`src/hw/rtl/bfd_pkg.sv`:
```
// ----------------------------------------------------------------------------
// bfd_pkg
// Shared types, register codes and helpers for the box filter downscaler.
// ----------------------------------------------------------------------------
`default_nettype none

package bfd_pkg;

	localparam int SUM_W     = 12;
	localparam int BYTE_W    = 8;
	localparam int OUT_CMP_W = 3;
	localparam int OUT_COL_W = 12;
	localparam int OUT_ROW_W = 12;
	localparam int APB_DW    = 32;
	localparam int APB_AW    = 5;
	localparam logic [SUM_W-1:0] SUM_MAX = {SUM_W{1'b1}};

	// register index, byte address is 4x this
	typedef enum logic [2:0] {
		REG_IMAGE_WIDTH  = 3'd0,
		REG_IMAGE_HEIGHT = 3'd1,
		REG_COMPONENTS   = 3'd2,
		REG_X_FACTOR     = 3'd3,
		REG_Y_FACTOR     = 3'd4
	} reg_idx_t;

	typedef struct packed {
		logic [7:0] sample;
		logic       frame_start;
	} px_in_t;

	typedef struct packed {
		logic [7:0]  out_value;
		logic [2:0]  out_component;
		logic [11:0] out_col;
		logic [11:0] out_row;
		logic        frame_end;
	} px_out_t;

	// per-beat flags from the position sequencer
	typedef struct packed {
		logic run_end;
		logic band_end;
		logic row0;
		logic frame_end;
	} ctl_t;

	// output coordinates carried down the pipe
	typedef struct packed {
		logic [OUT_CMP_W-1:0] comp;
		logic [OUT_COL_W-1:0] col;
		logic [OUT_ROW_W-1:0] row;
		logic                 last;
	} tag_t;

	function automatic logic [SUM_W-1:0] sat_add(input logic [SUM_W-1:0] a,
			input logic [SUM_W-1:0] b);
		logic [SUM_W:0] s;
		s = {1'b0, a} + {1'b0, b};
		return s[SUM_W] ? SUM_MAX : s[SUM_W-1:0];
	endfunction

endpackage

`default_nettype wire

```
`src/hw/rtl/bfd_seq.sv`:
```
// ----------------------------------------------------------------------------
// bfd_seq
// Raster position counters and per-component horizontal run sums.
// ----------------------------------------------------------------------------
`default_nettype none

module bfd_seq #(
	parameter int MAX_WIDTH      = 4096,
	parameter int MAX_HEIGHT     = 4096,
	parameter int MAX_COMPONENTS = 8,
	parameter int MAX_FACTOR     = 16,
	localparam int CW = (MAX_WIDTH > 1) ? $clog2(MAX_WIDTH) : 1,
	localparam int HW = (MAX_HEIGHT > 1) ? $clog2(MAX_HEIGHT) : 1,
	localparam int KW = (MAX_COMPONENTS > 1) ? $clog2(MAX_COMPONENTS) : 1,
	localparam int FW = (MAX_FACTOR > 1) ? $clog2(MAX_FACTOR) : 1
) (
	input  wire logic                   clk,
	input  wire logic                   arst_n,
	input  wire logic                   acc,
	input  wire bfd_pkg::px_in_t        din,
	input  wire logic [CW:0]            w_eff,
	input  wire logic [HW:0]            h_eff,
	input  wire logic [KW:0]            nc_eff,
	input  wire logic [FW:0]            xf_eff,
	input  wire logic [FW:0]            yf_eff,
	output logic [bfd_pkg::SUM_W-1:0]   rs_new,
	output logic [FW-1:0]               grp,
	output logic [FW-1:0]               rib,
	output logic [KW-1:0]               comp,
	output logic [CW-1:0]               ocol,
	output logic [HW-1:0]               orow,
	output bfd_pkg::ctl_t               ctl
);
	import bfd_pkg::*;

	logic [KW-1:0]    comp_q, comp_n;
	logic [CW-1:0]    pcol_q, pcol_n, pcol_c, ocol_q, ocol_n;
	logic [FW-1:0]    grp_q, grp_n, rib_q, rib_n;
	logic [HW-1:0]    prow_q, prow_n, prow_c, orow_q, orow_n;
	logic [SUM_W-1:0] rs_q [MAX_COMPONENTS];
	logic             last_comp, row_end, run_end, img_end, band_end;
	logic [SUM_W-1:0] samp_ext;

	// frame start clears every position before the beat is used
	always_comb begin
		comp   = din.frame_start ? '0 : comp_q;
		pcol_c = din.frame_start ? '0 : pcol_q;
		grp    = din.frame_start ? '0 : grp_q;
		ocol   = din.frame_start ? '0 : ocol_q;
		rib    = din.frame_start ? '0 : rib_q;
		prow_c = din.frame_start ? '0 : prow_q;
		orow   = din.frame_start ? '0 : orow_q;

		last_comp = ({1'b0, comp} + 1'b1) >= nc_eff;
		row_end   = ({1'b0, pcol_c} + 1'b1) >= w_eff;
		run_end   = row_end || (({1'b0, grp} + 1'b1) >= xf_eff);
		img_end   = ({1'b0, prow_c} + 1'b1) >= h_eff;
		band_end  = img_end || (({1'b0, rib} + 1'b1) >= yf_eff);

		ctl.run_end   = run_end;
		ctl.band_end  = band_end;
		ctl.row0      = (rib == '0);
		ctl.frame_end = img_end && row_end && last_comp;

		samp_ext = {{(SUM_W-8){1'b0}}, din.sample};
		rs_new   = (grp == '0) ? samp_ext : sat_add(rs_q[comp], samp_ext);
	end

	always_comb begin
		comp_n = comp;
		pcol_n = pcol_c;
		grp_n  = grp;
		ocol_n = ocol;
		rib_n  = rib;
		prow_n = prow_c;
		orow_n = orow;
		if (!last_comp) begin
			comp_n = comp + 1'b1;
		end else begin
			comp_n = '0;
			if (!run_end) begin
				grp_n  = grp + 1'b1;
				pcol_n = pcol_c + 1'b1;
			end else begin
				grp_n = '0;
				if (!row_end) begin
					pcol_n = pcol_c + 1'b1;
					ocol_n = ocol + 1'b1;
				end else begin
					pcol_n = '0;
					ocol_n = '0;
					if (img_end) begin
						prow_n = '0;
						rib_n  = '0;
						orow_n = '0;
					end else begin
						prow_n = prow_c + 1'b1;
						if (band_end) begin
							rib_n  = '0;
							orow_n = orow + 1'b1;
						end else begin
							rib_n = rib + 1'b1;
						end
					end
				end
			end
		end
	end

	always_ff @(posedge clk or negedge arst_n) begin
		if (!arst_n) begin
			comp_q <= '0;
			pcol_q <= '0;
			grp_q  <= '0;
			ocol_q <= '0;
			rib_q  <= '0;
			prow_q <= '0;
			orow_q <= '0;
			for (int i = 0; i < MAX_COMPONENTS; i++) begin
				rs_q[i] <= '0;
			end
		end else if (acc) begin
			comp_q     <= comp_n;
			pcol_q     <= pcol_n;
			grp_q      <= grp_n;
			ocol_q     <= ocol_n;
			rib_q      <= rib_n;
			prow_q     <= prow_n;
			orow_q     <= orow_n;
			rs_q[comp] <= rs_new;
		end
	end

endmodule

`default_nettype wire

```
`config.mk`:
```
export PLATFORM = sky130hd
export DESIGN_NAME = bfd_seq
export DESIGN_NICKNAME = d
export VERILOG_FILES = /design/src/hw/rtl/bfd_pkg.sv /design/src/hw/rtl/bfd_seq.sv
export SDC_FILE = /design/constraint.sdc
export NUM_CORES = 1
export LEC_CHECK = 0
export BUFFER_PORTS_ARGS = -buffer_cell sky130_fd_sc_hd__buf_4
export CORE_ASPECT_RATIO = 1.2
export CORE_MARGIN = 8
export CORE_UTILIZATION = 36
export DETAILED_ROUTE_END_ITERATION = 8
export PLACE_DENSITY_LB_ADDON = 0.15
export SYNTH_ARGS = -nofsm -noshare
export SYNTH_HDL_FRONTEND = slang
export SYNTH_SLANG_ARGS = --single-unit
```
`constraint.sdc`:
```
create_clock -name clk -period 4.9 [get_ports clk]
set_input_delay 0.245 -clock clk [delete_from_list [all_inputs] [get_ports clk]]
set_output_delay 0.245 -clock clk [all_outputs]
set_load 0.01 [all_outputs]
```
==> flow_summary.ini <==
[outcome]
outcome = finished, final reports clean

[yosys]
synthTopCellsByArea = dfrtp_1, ha_1, nand2_1
yosys_register_bits = 155
syn_area_sq_mm = 0.00959
synthXorXnorAreaFrac_pct = 2.83
synth_seq_area_share_pct = 40.4
yosysMostFrequentCell = dfrtp_1
synthesis.nets = 1139
synth_ff_type = dfrtp_1
synthAdderAreaFrac_pct = 7.64
async_flop_share_pct = 100
synth_top_area_share_pct = 40.4
synth_top_area_cell = dfrtp_1
ys_top_cells_by_count = dfrtp_1, nand2_1, inv_1
synth_compound_area_share_pct = 17.3
synth_edf_count = 0
postSynthAreaPerCell_sq_um = 9.32
ys_warn_count = 0
synth_top_family_by_area = simple AND/OR/NAND/NOR gates
synth.distinct_cells = 72
synthCells = 1029
yosys.area_share.simple_pct = 18.1
muxShareOfSynthArea_pct = 8.39

[cts]
cts_resized = 0
numCtsBuffers = 17
hold_buffers = 1
clkLatencyLatePin_ns = 0.43
cts.sinks = 155
post_cts_buffers = 0
cts_root_buf = clkbuf_16
cts_tree = yes
cts_buffer_depth = 2
htree_levels = 4
clk_pin_slew_ns = 0.07

[drt]
drt_first_iter_violations = 323
vias = 7741
via_per_inst = 5.27
first_pass_iters = 4
drtAntennaViolNets = 0
routed_wl_um = 26200
route.detailed.wl_per_inst_um = 17.8
drc_errors = 0

[finish]
nets = 1230
diodes = 0
synthToLayoutAreaGrowth_pct = 18.1
fin_cells = 1468
drive_gt1_share_pct = 19.3

[setup_path]
crit_arrival_ns = 4.26
start_kind = register
crit_path_frequent_cell = buf_4
reg2regPathDepth = 16
worstSetupPathType = reg -> out
critical-path-slowest-cell = a222oi_1
path_buf_inv = 5
cp_top_family = compound AO/OA/AOI/OAI gates
regToRegEndpoint = prow_q[3]
cp.depth = 17
startpoint = comp_q[0]
path_cells = nand2b_1 -> inv_1 -> buf_4 -> nand2_1 -> nand3_1 -> o21ai_0 -> a222oi_1 -> ha_1 -> nand2b_1 -> a21oi_1 -> o31ai_1 -> buf_4 -> nor2_1 -> and2_2 -> o22ai_2 -> inv_1 -> buf_4
worstPathRequired_ns = 4.66
worstPathMaxFanout = 13
critPathCaptureType = primary output
max_stage_delay_ns = 0.55
r2r_start = pcol_q[0]
r2r_slack_ns = 0.84

[floorplan]
die_h_um = 195
core_area_sq_mm = 0.0263
row_count = 65
initial_core_util_pct = 36.5
die-area_sq_mm = 0.0321
die_x_um = 165
io_pins = 103

[timing]
maxSlewViolCount = 0
relSlewSlack_pct = 27.4
setup_tns_ns = 0
setup-violations-final = 0
period_needed_ns = 4.50
max_freq_mhz = 222
hold_viol = 0
rsz0062_at_grt = false
post-route-period-util_pct = 91.9
skew_ns = 0.0135
fin_ws_ns = 0.398
tightest_slew_ns = 1.09

[grt]
grt_max_degree = 70
grt_pass1_wl_um = 42600
grt_antenna_before_repair = 0
grt_pass1_vias = 7823
grt-ovfl-total = 0
grt_use_total_pct = 16.7

[flow_run]
cap_violations = 0

[min_path]
whs_path_depth = 3
hp-start = din[1]
holdPathEnd = rs_q[48]
hp-class = in -> reg

[pwr]
p_leak_nw = 5.48
ir_drop_uv = 241
p_per_area_mw_per_mm2 = 345

[placed_design]
numPortBuffers = 102
dp_worst_setup_slack_ns = 0.447
gp_congestion = 0.840
dp_hpwl_um = 18600
post-place-cells = 1435
[cells in the final DEF (no fill, tap or decap), drive strengths merged, types with 18 or more instances in the layout]
cell type,synthesis,layout
ha,57,57
mux2i,26,26
inv,67,73
a22o,33,33
and3,23,23
nor2b,30,30
nand2,134,134
nand2b,23,23
a21oi,23,23
nor2,56,56
dfrtp,155,155
nand3,38,38
buf,14,129
mux2,32,32
clkbuf,44,18
o21ai,91,91
[kinds of logic (layout without fill, tap and decap cells)]
group | count (synthesis) | after routing
adder cells (fa/ha/maj) | 58 | 58
buffers and inverters | 127 | 231
multiplexers | 66 | 66
AO/OA/AOI/OAI | 236 | 236
flip-flops | 155 | 155
XOR/XNOR | 31 | 31
AND/OR/NAND/NOR | 356 | 356
[layer usage]
metal	GRT usage, %	vias up	share of wire, %
met4	3.91	0	0.98
li1	-	3835	-
met5	0	-	0
met3	3.00	16	3.5
met2	27.8	119	49
met1	21.8	3771	47
[sequential cells by signal (all words and copies together) (netlist names)]
signal / flops
orow_q: 12
ocol_q: 12
grp_q: 4
comp_q: 3
rs_q: 96
pcol_q: 12
rib_q: 4
prow_q: 12
[final cells by class]
cell class / instances / area [sq um]
clock buffer: 18 / 439
inverter: 69 / 259
tap: 335 / 419
clock inverter: 14 / 135
fill: 2651 / 14900
multi-input combinational: 747 / 5220
timing repair buffer: 130 / 982
sequential: 155 / 3880
[metrics by stage]
stage	hold slack (ns)	total power [mW]	utilization (%)	area, sq um
6_report	0.231	3.91	43.1	11300
5_1_grt	0.247	4.15	43.1	11300
4_1_cts	0.221	3.96	43.1	11300
3_5_place_dp	0.209	2.65	40.9	10700
3_3_place_gp	0.206	2.63	40.9	10700
2_1_floorplan	-0.0506	2.31	-	9590
[tightest hold or removal path, cell delays in order]
cell	delay [ns]
buf_4	0.09
o2bb2ai_2	0.11
o21ai_0	0.17
[power breakdown]
part	leakage [nW]	switching, mW	total, mW	internal, mW
logic	3.10	0.575	1.04	0.463
clock network	0.276	0.574	1.30	0.724
registers	2.10	0.102	1.58	1.47
total	5.48	1.25	3.91	2.66
[worst max path at each step]
stage,endpoint,slack (ns)
2_1_floorplan,orow_q[11],0.30
3_3_place_gp,prow_q[11],0.54
3_5_place_dp,prow_q[1],0.45
4_1_cts,rs_new[4],0.37
5_1_grt,rs_new[4],0.07
6_report,rs_new[4],0.40
Power figures use the tool's default switching activity.
