[config.mk]
export PLATFORM = sky130hd
export DESIGN_NAME = bfd_div
export DESIGN_NICKNAME = d
export VERILOG_FILES = /design/src/hw/rtl/bfd_pkg.sv /design/src/hw/rtl/bfd_div.sv
export SDC_FILE = /design/constraint.sdc
export NUM_CORES = 1
export LEC_CHECK = 0
export BUFFER_PORTS_ARGS = -buffer_cell sky130_fd_sc_hd__buf_4
export CAP_MARGIN = 20
export CORE_MARGIN = 2
export CORE_UTILIZATION = 50
export CTS_CLUSTER_SIZE = 24
export DETAILED_ROUTE_END_ITERATION = 10
export GPL_TIMING_DRIVEN = 0
export PLACE_DENSITY = 0.68
export SLEW_MARGIN = 40
export SYNTH_ARGS = -nofsm -noshare
export SYNTH_HDL_FRONTEND = slang
export SYNTH_SLANG_ARGS = --single-unit
[constraint.sdc]
create_clock -name clk -period 8.1 [get_ports clk]
set_input_delay 0.405 -clock clk [delete_from_list [all_inputs] [get_ports clk]]
set_output_delay 0.405 -clock clk [all_outputs]
set_load 0.05 [all_outputs]
[src/hw/rtl/bfd_pkg.sv]
// ----------------------------------------------------------------------------
// bfd_pkg
// Shared types, register codes and helpers for the box filter downscaler.
// ----------------------------------------------------------------------------
`default_nettype none

package bfd_pkg;

	localparam int SUM_W     = 12;
	localparam int BYTE_W    = 8;
	localparam int OUT_CMP_W = 3;
	localparam int OUT_COL_W = 12;
	localparam int OUT_ROW_W = 12;
	localparam int APB_DW    = 32;
	localparam int APB_AW    = 5;
	localparam logic [SUM_W-1:0] SUM_MAX = {SUM_W{1'b1}};

	// register index, byte address is 4x this
	typedef enum logic [2:0] {
		REG_IMAGE_WIDTH  = 3'd0,
		REG_IMAGE_HEIGHT = 3'd1,
		REG_COMPONENTS   = 3'd2,
		REG_X_FACTOR     = 3'd3,
		REG_Y_FACTOR     = 3'd4
	} reg_idx_t;

	typedef struct packed {
		logic [7:0] sample;
		logic       frame_start;
	} px_in_t;

	typedef struct packed {
		logic [7:0]  out_value;
		logic [2:0]  out_component;
		logic [11:0] out_col;
		logic [11:0] out_row;
		logic        frame_end;
	} px_out_t;

	// per-beat flags from the position sequencer
	typedef struct packed {
		logic run_end;
		logic band_end;
		logic row0;
		logic frame_end;
	} ctl_t;

	// output coordinates carried down the pipe
	typedef struct packed {
		logic [OUT_CMP_W-1:0] comp;
		logic [OUT_COL_W-1:0] col;
		logic [OUT_ROW_W-1:0] row;
		logic                 last;
	} tag_t;

	function automatic logic [SUM_W-1:0] sat_add(input logic [SUM_W-1:0] a,
			input logic [SUM_W-1:0] b);
		logic [SUM_W:0] s;
		s = {1'b0, a} + {1'b0, b};
		return s[SUM_W] ? SUM_MAX : s[SUM_W-1:0];
	endfunction

endpackage

`default_nettype wire

[src/hw/rtl/bfd_div.sv]
// ----------------------------------------------------------------------------
// bfd_div
// Divide a saturated sum by a small count through a reciprocal table,
// registered product, result clamped to one byte.
// ----------------------------------------------------------------------------
`default_nettype none

module bfd_div #(
	parameter int MAX_FACTOR = 16,
	localparam int FW = (MAX_FACTOR > 1) ? $clog2(MAX_FACTOR) : 1
) (
	input  wire logic                       clk,
	input  wire logic                       en,
	input  wire logic [bfd_pkg::SUM_W-1:0]  dividend,
	input  wire logic [FW-1:0]              dsel,
	output logic [7:0]                      quo
);
	import bfd_pkg::*;

	// exact floor for every 12-bit dividend with KS this large
	localparam int KS = SUM_W + FW + 1;
	localparam int MW = KS + 1;
	localparam int PW = SUM_W + MW;

	logic [MW-1:0] rcp_tab [MAX_FACTOR];
	logic [PW-1:0] prod_q;
	logic [SUM_W:0] q;

	for (genvar d = 1; d <= MAX_FACTOR; d++) begin : g_rcp
		localparam longint unsigned RCP = ((longint'(1) << KS) + d - 1) / d;
		assign rcp_tab[d-1] = MW'(RCP);
	end

	always_ff @(posedge clk) begin
		if (en) begin
			prod_q <= {{MW{1'b0}}, dividend} * {{SUM_W{1'b0}}, rcp_tab[dsel]};
		end
	end

	always_comb begin
		q   = prod_q[PW-1:KS];
		quo = (|q[SUM_W:8]) ? 8'hFF : q[7:0];
	end

endmodule

`default_nettype wire

==> results of run 1 <==
## stage by stage
step | cells | total power, mW | instance area, um^2
5_1_grt | 1052 | 1.80 | 7810
3_5_place_dp | 1048 | 1.51 | 7730
6_report | 1052 | 1.59 | 7810
3_3_place_gp | 1048 | 1.48 | 7720
2_1_floorplan | 845 | 1.15 | 7350
4_1_cts | 1052 | 1.60 | 7810
## routing by layer
metal / vias up / GRT usage [%]
met5: - / 0
met4: 0 / 4.18
met3: 25 / 2.91
met2: 145 / 40.3
met1: 2828 / 32.1
li1: 2586 / -
## layout make-up
| type | instances | area (um^2) |
|---|---|---|
| well taps | 184 | 230 |
| fillers | 1364 | 6620 |
| multi-input cells | 596 | 6060 |
| plain buffers | 41 | 169 |
| inverters | 195 | 732 |
| repair buffers | 19 | 143 |
| clock buffers | 4 | 78.8 |
| flip-flops and latches | 13 | 390 |
## worst max-delay path, cell delays in order
cell and delay [ns]:
buf_4 0.17, inv_1 0.16, ha_1 0.28, clkbuf_1 0.38, nor2_1 0.10, a21oi_1 0.23
clkbuf_1 0.50, nand2_1 0.15, fa_1 0.53, inv_1 0.05, fa_1 0.45, fa_1 0.44
fa_1 0.51, inv_1 0.05, fa_1 0.47, inv_1 0.04, ha_1 0.29, a21oi_1 0.18
o21a_1 0.27, a21oi_1 0.11, a2111oi_1 0.68, o21bai_1 0.16, or2_1 0.27, a311oi_1 0.25
## cell families after synthesis
group	Yosys count
xor+xnor	14
mux	3
flops	13
simple gates	282
buf+inv	236
fa+ha+maj	231
compound gates	66
## worst max path at each step
| stage | start | end | slack (ns) |
|---|---|---|---|
| global placement | dsel[1] | prod_q[27]$_DFFE_PP_ | 0.76 |
| finish | dsel[1] | prod_q[27]$_DFFE_PP_ | 1.0 |
| CTS | dsel[1] | prod_q[27]$_DFFE_PP_ | 0.90 |
| floorplan | dsel[0] | prod_q[23]$_DFFE_PP_ | 1.97 |
| global route | dsel[1] | prod_q[26]$_DFFE_PP_ | 0.68 |
| detailed placement | dsel[1] | prod_q[26]$_DFFE_PP_ | 0.68 |
## power by group through the flow
stage	Combinational, mW	Clock [mW]	Sequential, mW
2_1_floorplan	1.00	0	0.141
3_3_place_gp	1.34	0	0.143
3_5_place_dp	1.36	0	0.145
4_1_cts	1.37	0.0920	0.144
5_1_grt	1.56	0.0965	0.146
6_report	1.36	0.0914	0.143
## synth_stat cells (3+ instances only)
cell type  count  share of area (%)
a211o_1        4               0.48
a21o_1        10                1.0
a21oi_1       19                1.3
and2_1        61                5.2
and3_1        17                1.4
buf_1          5               0.26
clkbuf_1      33                1.7
edfxtp_1      13                5.3
fa_1         159                 43
ha_1          72                 12
inv_1        195                 10
mux2_2         3               0.46
nand2_1      152                7.8
nand3_1        7               0.48
nand4_1        3               0.26
nor2_1        12               0.61
nor2b_1        9               0.77
nor3_1         3               0.20
o211ai_1       4               0.41
o21ai_0        5               0.34
o21ai_1        4               0.27
or3_1          9               0.77
xnor2_1       10                1.2
xor2_1         4               0.48
==> out/results.ini, run 1 <==
[status]
status = finished clean

[drt]
wl_met3_um = 786
totalWireLength_mm = 17.3
wl_met1_mm = 7.52
highest_layer = met4
viasPerCell = 5.31
drt-initial-drc-count = 235
drc = 0
via_count = 5584
wl_per_cell_um = 16.5
ant_nets = 0
route.met2.wl_mm = 8.61
dr.pass1.iters = 4

[logic_synthesis]
synth-compound-area-share_pct = 6.38
syn_nets = 1094
synth_xor_area_share_pct = 1.67
ys_seq_area_share_pct = 5.31
yosys.area_share.simple_pct = 18.4
synthCells = 845
yosys_register_bits = 13
synthMuxAreaShare_pct = 0.460
synth-edff-count = 13
syn-cell-area_um2 = 7350
synth-async-reset-ratio_pct = 0
synth_warnings = 0
synth_cell_types = 49
ys.flop_type = edfxtp_1
synth_top_family_by_area = adder cells
synth_fa_ha_area_share_pct = 55.6
syn_area_per_cell_um2 = 8.70

[min_path]
min_path_cells = 1
holdPathEnd = prod_q[18]$_DFFE_PP_
worstHoldStart = en
min_path_type = input port to flip-flop

[power]
ir_worst_vdd_mv = 0.131
power_density_nw_per_um2 = 204
p_switching_mw = 0.835
seqPwrFrac_pct = 9.0
p_leak_nw = 4.06
p_int_mw = 0.757
clkPwrFrac_pct = 5.7
swShare_pct = 52.4
p_comb_share_pct = 85.3

[clock_tree]
cts_resized = 0
cts.path.max_buffers = 2
htreeDepth = 1
cts-buffers-inserted = 3
cts.sinks = 13
cts_hold_buf = 0
root_buffer = clkbuf_16
cts_tree = yes
cts_setup_buffers = 0
clkTransAtPathRegs_ns = 0.04

[sta]
post-route-min-period_ns = 7.10
fmax_mhz = 141
holdWs_ns = 0.519
fin_tns_setup_ns = 0
rsz0062_at_grt = no
max_slew_margin_pct = 48.8
setup_ws_ns = 0.997
hold_violations = 0
fin_crit_sh_pct = 87.7
slew_viol_final = 0
worst_slew_pin_slew_ns = 0.763
setup_viol = 0

[grt]
grt_pass1_vias = 5865
grt-ovfl-total = 0
track_usage_pct = 23.3
antenna_found_initial = 1
grt_max_degree = 14
grt_first_pass_wirelength_mm = 29.3

[die]
die_h_um = 125
row_count = 44
core_um2 = 14400
start_util_pct = 51.0
die_w_um = 125
ios = 26
die_area_um2 = 15700

[setup_path]
crit_type = input port to flip-flop
startpoint_type = input port
worstSetupEndpointType = flip-flop
arrival_ns = 7.15
cp.required_ns = 8.15
path_max_fanout = 12

[final_layout]
area_growth_pct = 6.23
final_cell_mix = 195 x inv_1, 159 x fa_1, 152 x nand2_1, 72 x ha_1, 61 x and2_1
final_util_pct = 54.1
largest_reg_flops = 13
layout_commonest_cell = inv_1
drive_above_1_share_pct = 3.92
top_regs = prod_q x13
antenna-diode-count = 0
largest-register = prod_q
layout.nets = 1118

[placement]
gp_congestion = 0.956
place_ws_ns = 0.681
portBuffers = 19
hpwlAfterDp_mm = 14.7

[job]
maxCapViolations = 0

No activity file was read; power rests on OpenSTA's default activity.
==> run 2: changes to the inputs <==
- ABC_AREA: unset -> 1
- PLACE_DENSITY: 0.68 -> 0.67
- SETUP_SLACK_MARGIN: unset -> 0.1
==> run 2 against run 1 <==
Global-route usage is 0.63 points higher. Sequential share of layout area is 0.17 points lower. Via count is 13% higher. Power is 46% higher. Critical path type unchanged. Highest routed layer unchanged.
==> out/results.ini, run 2 <==
[clock_tree]
cts_setup_buffers = 0
cts-buffers-inserted = 3
root_buffer = clkbuf_16
cts_hold_buf = 0
clkTransAtPathRegs_ns = 0.04
cts_resized = 0
cts_tree = yes
cts.sinks = 13
cts.path.max_buffers = 2
htreeDepth = 1

[die]
start_util_pct = 50.7
row_count = 45
die_w_um = 127
die_area_um2 = 16200
ios = 26
die_h_um = 127
core_um2 = 15000

[logic_synthesis]
syn-cell-area_um2 = 7620
ys.flop_type = edfxtp_1
synth_cell_types = 45
synth-async-reset-ratio_pct = 0
synth-edff-count = 13
yosys_register_bits = 13
yosysTopAreaCellShare_pct = 41.8
ys_seq_area_share_pct = 5.12
synth_commonest_cells = 260 x inv_1, 234 x nand2_1, 159 x fa_1
yosys.area.top_type = fa_1
syn_area_per_cell_um2 = 7.69
synth_area_leaders = fa_1 42%, inv_1 13%, ha_1 12%, nand2_1 12%, edfxtp_1 5.1%
synthCells = 991
yosysMostFrequentCell = inv_1
syn_nets = 1240
synth_warnings = 0

[sta]
worst_slew_pin_slew_ns = 0.795
fin_tns_setup_ns = 0
setup_viol = 0
max_slew_margin_pct = 46.8
hold_violations = 0
post-route-min-period_ns = 6.22
fin_crit_sh_pct = 76.8
rsz0062_at_grt = no
fmax_mhz = 161
slew_viol_final = 0

[grt]
grt_pass1_vias = 6365
antenna_found_initial = 0
grt_first_pass_wirelength_mm = 30.5
track_usage_pct = 23.9
grt_max_degree = 14
grt-ovfl-total = 0

[min_path]
min_path_type = input port to flip-flop
worstHoldStart = en
min_path_cells = 1
holdPathEnd = prod_q[23]$_DFFE_PP_

[power]
p_leak_nw = 4.43
seqPwrFrac_pct = 6.5
clkPwrFrac_pct = 3.9
power.total_mw = 2.32
power_density_nw_per_um2 = 287
swShare_pct = 58.0
p_int_mw = 0.975
ir_worst_vdd_mv = 0.214
p_switching_mw = 1.35
p_comb_share_pct = 89.6

[setup_path]
critPathMaxStageDelay_ns = 0.53
path_max_fanout = 10
worstSetupEndpointType = flip-flop
cp_slowest_cell = fa_1
critPathBufInv = 8
cp_top_family = adder cells
cp.required_ns = 8.08
startpoint_type = input port
arrival_ns = 6.20
crit_type = input port to flip-flop
cp_common_cell = inv_1

[drt]
drt-initial-drc-count = 428
highest_layer = met4
route.met2.wl_mm = 8.83
dr.pass1.iters = 8
ant_nets = 0
totalWireLength_mm = 18.1
via_count = 6288
wl_met3_um = 872
viasPerCell = 5.24
drc = 0
wl_per_cell_um = 15.0
wl_met1_mm = 7.77

[final_layout]
area_growth_pct = 6.07
final_util_pct = 53.8
drive_above_1_share_pct = 5.33
multi_input_area_um2 = 6120
antenna-diode-count = 0
layout.nets = 1263
top_regs = prod_q x13
largest-register = prod_q
fillers = 1479
final_cell_mix = 260 x inv_1, 234 x nand2_1, 159 x fa_1, 100 x nor2_1, 72 x ha_1
layout_commonest_cell = inv_1
area.sequential_um2 = 390
largest_reg_flops = 13

[job]
maxCapViolations = 0

[status]
status = finished clean

[placement]
portBuffers = 18
gp_congestion = 0.879
hpwlAfterDp_mm = 15.6

## run 2: changes by cell type after synthesis, moves of 10 or more
cell	previous run	this run
nand3_1	7	17
nor2_1	12	102
and2_1	61	2
nand2_1	152	234
clkbuf_1	33	18
o21ai_0	5	15
and3_1	17	0
inv_1	195	260
## run 2: cell type report
type,instances,area share [%]
Clock buffer,4,0.975
Sequential cell,13,4.83
Multi-Input combinational cell,688,75.8
Inverter,267,12.4
Buffer,23,1.42
Timing Repair Buffer,18,1.67
Tap cell,188,2.91
## run 2: through the flow
step	worst slack (ns)	hold slack, ns	instances	instance area, um^2
2_1_floorplan	2.69	0.517	991	7620
6_report	1.88	0.501	1201	8080
3_5_place_dp	1.68	0.748	1197	8000
5_1_grt	1.51	0.509	1201	8080
3_3_place_gp	1.59	0.751	1197	7990
4_1_cts	1.92	0.501	1201	8080
## run 2: cells by family (layout without fill, tap and decap cells)
logic type,after synthesis,in the layout,synth area share (%)
AND/OR/NAND/NOR,387,387,20.9
buffers and inverters,290,312,14.7
adder cells (fa/ha/maj),231,231,53.6
AO/OA/AOI/OAI,64,64,5.06
flip-flops,13,13,5.12
XOR/XNOR,6,6,0.690
## run 2: routing by layer
metal / vias up / global-route usage (%)
met5: - / 0
met4: 0 / 6.85
met3: 37 / 1.47
met2: 184 / 41.7
met1: 3124 / 32.5
li1: 2943 / -
## run 2: power groups by stage
stage	logic [mW]	registers (mW)	clock network [mW]
final	2.08	0.151	0.0911
after global routing	2.41	0.154	0.0979
after CTS	2.09	0.151	0.0933
after detailed placement	2.08	0.151	0
after global placement	2.05	0.150	0
after floorplan	1.58	0.150	0
## run 2: worst max path at each step
stage | slack [ns] | cells after the start | to | from
6_report | 1.88 | 25 | prod_q[25]$_DFFE_PP_ | dsel[0]
5_1_grt | 1.51 | 26 | prod_q[27]$_DFFE_PP_ | dsel[0]
4_1_cts | 1.92 | 26 | prod_q[27]$_DFFE_PP_ | dsel[0]
3_5_place_dp | 1.68 | 26 | prod_q[27]$_DFFE_PP_ | dsel[0]
3_3_place_gp | 1.59 | 24 | prod_q[27]$_DFFE_PP_ | dsel[0]
2_1_floorplan | 2.69 | 25 | prod_q[27]$_DFFE_PP_ | dsel[0]
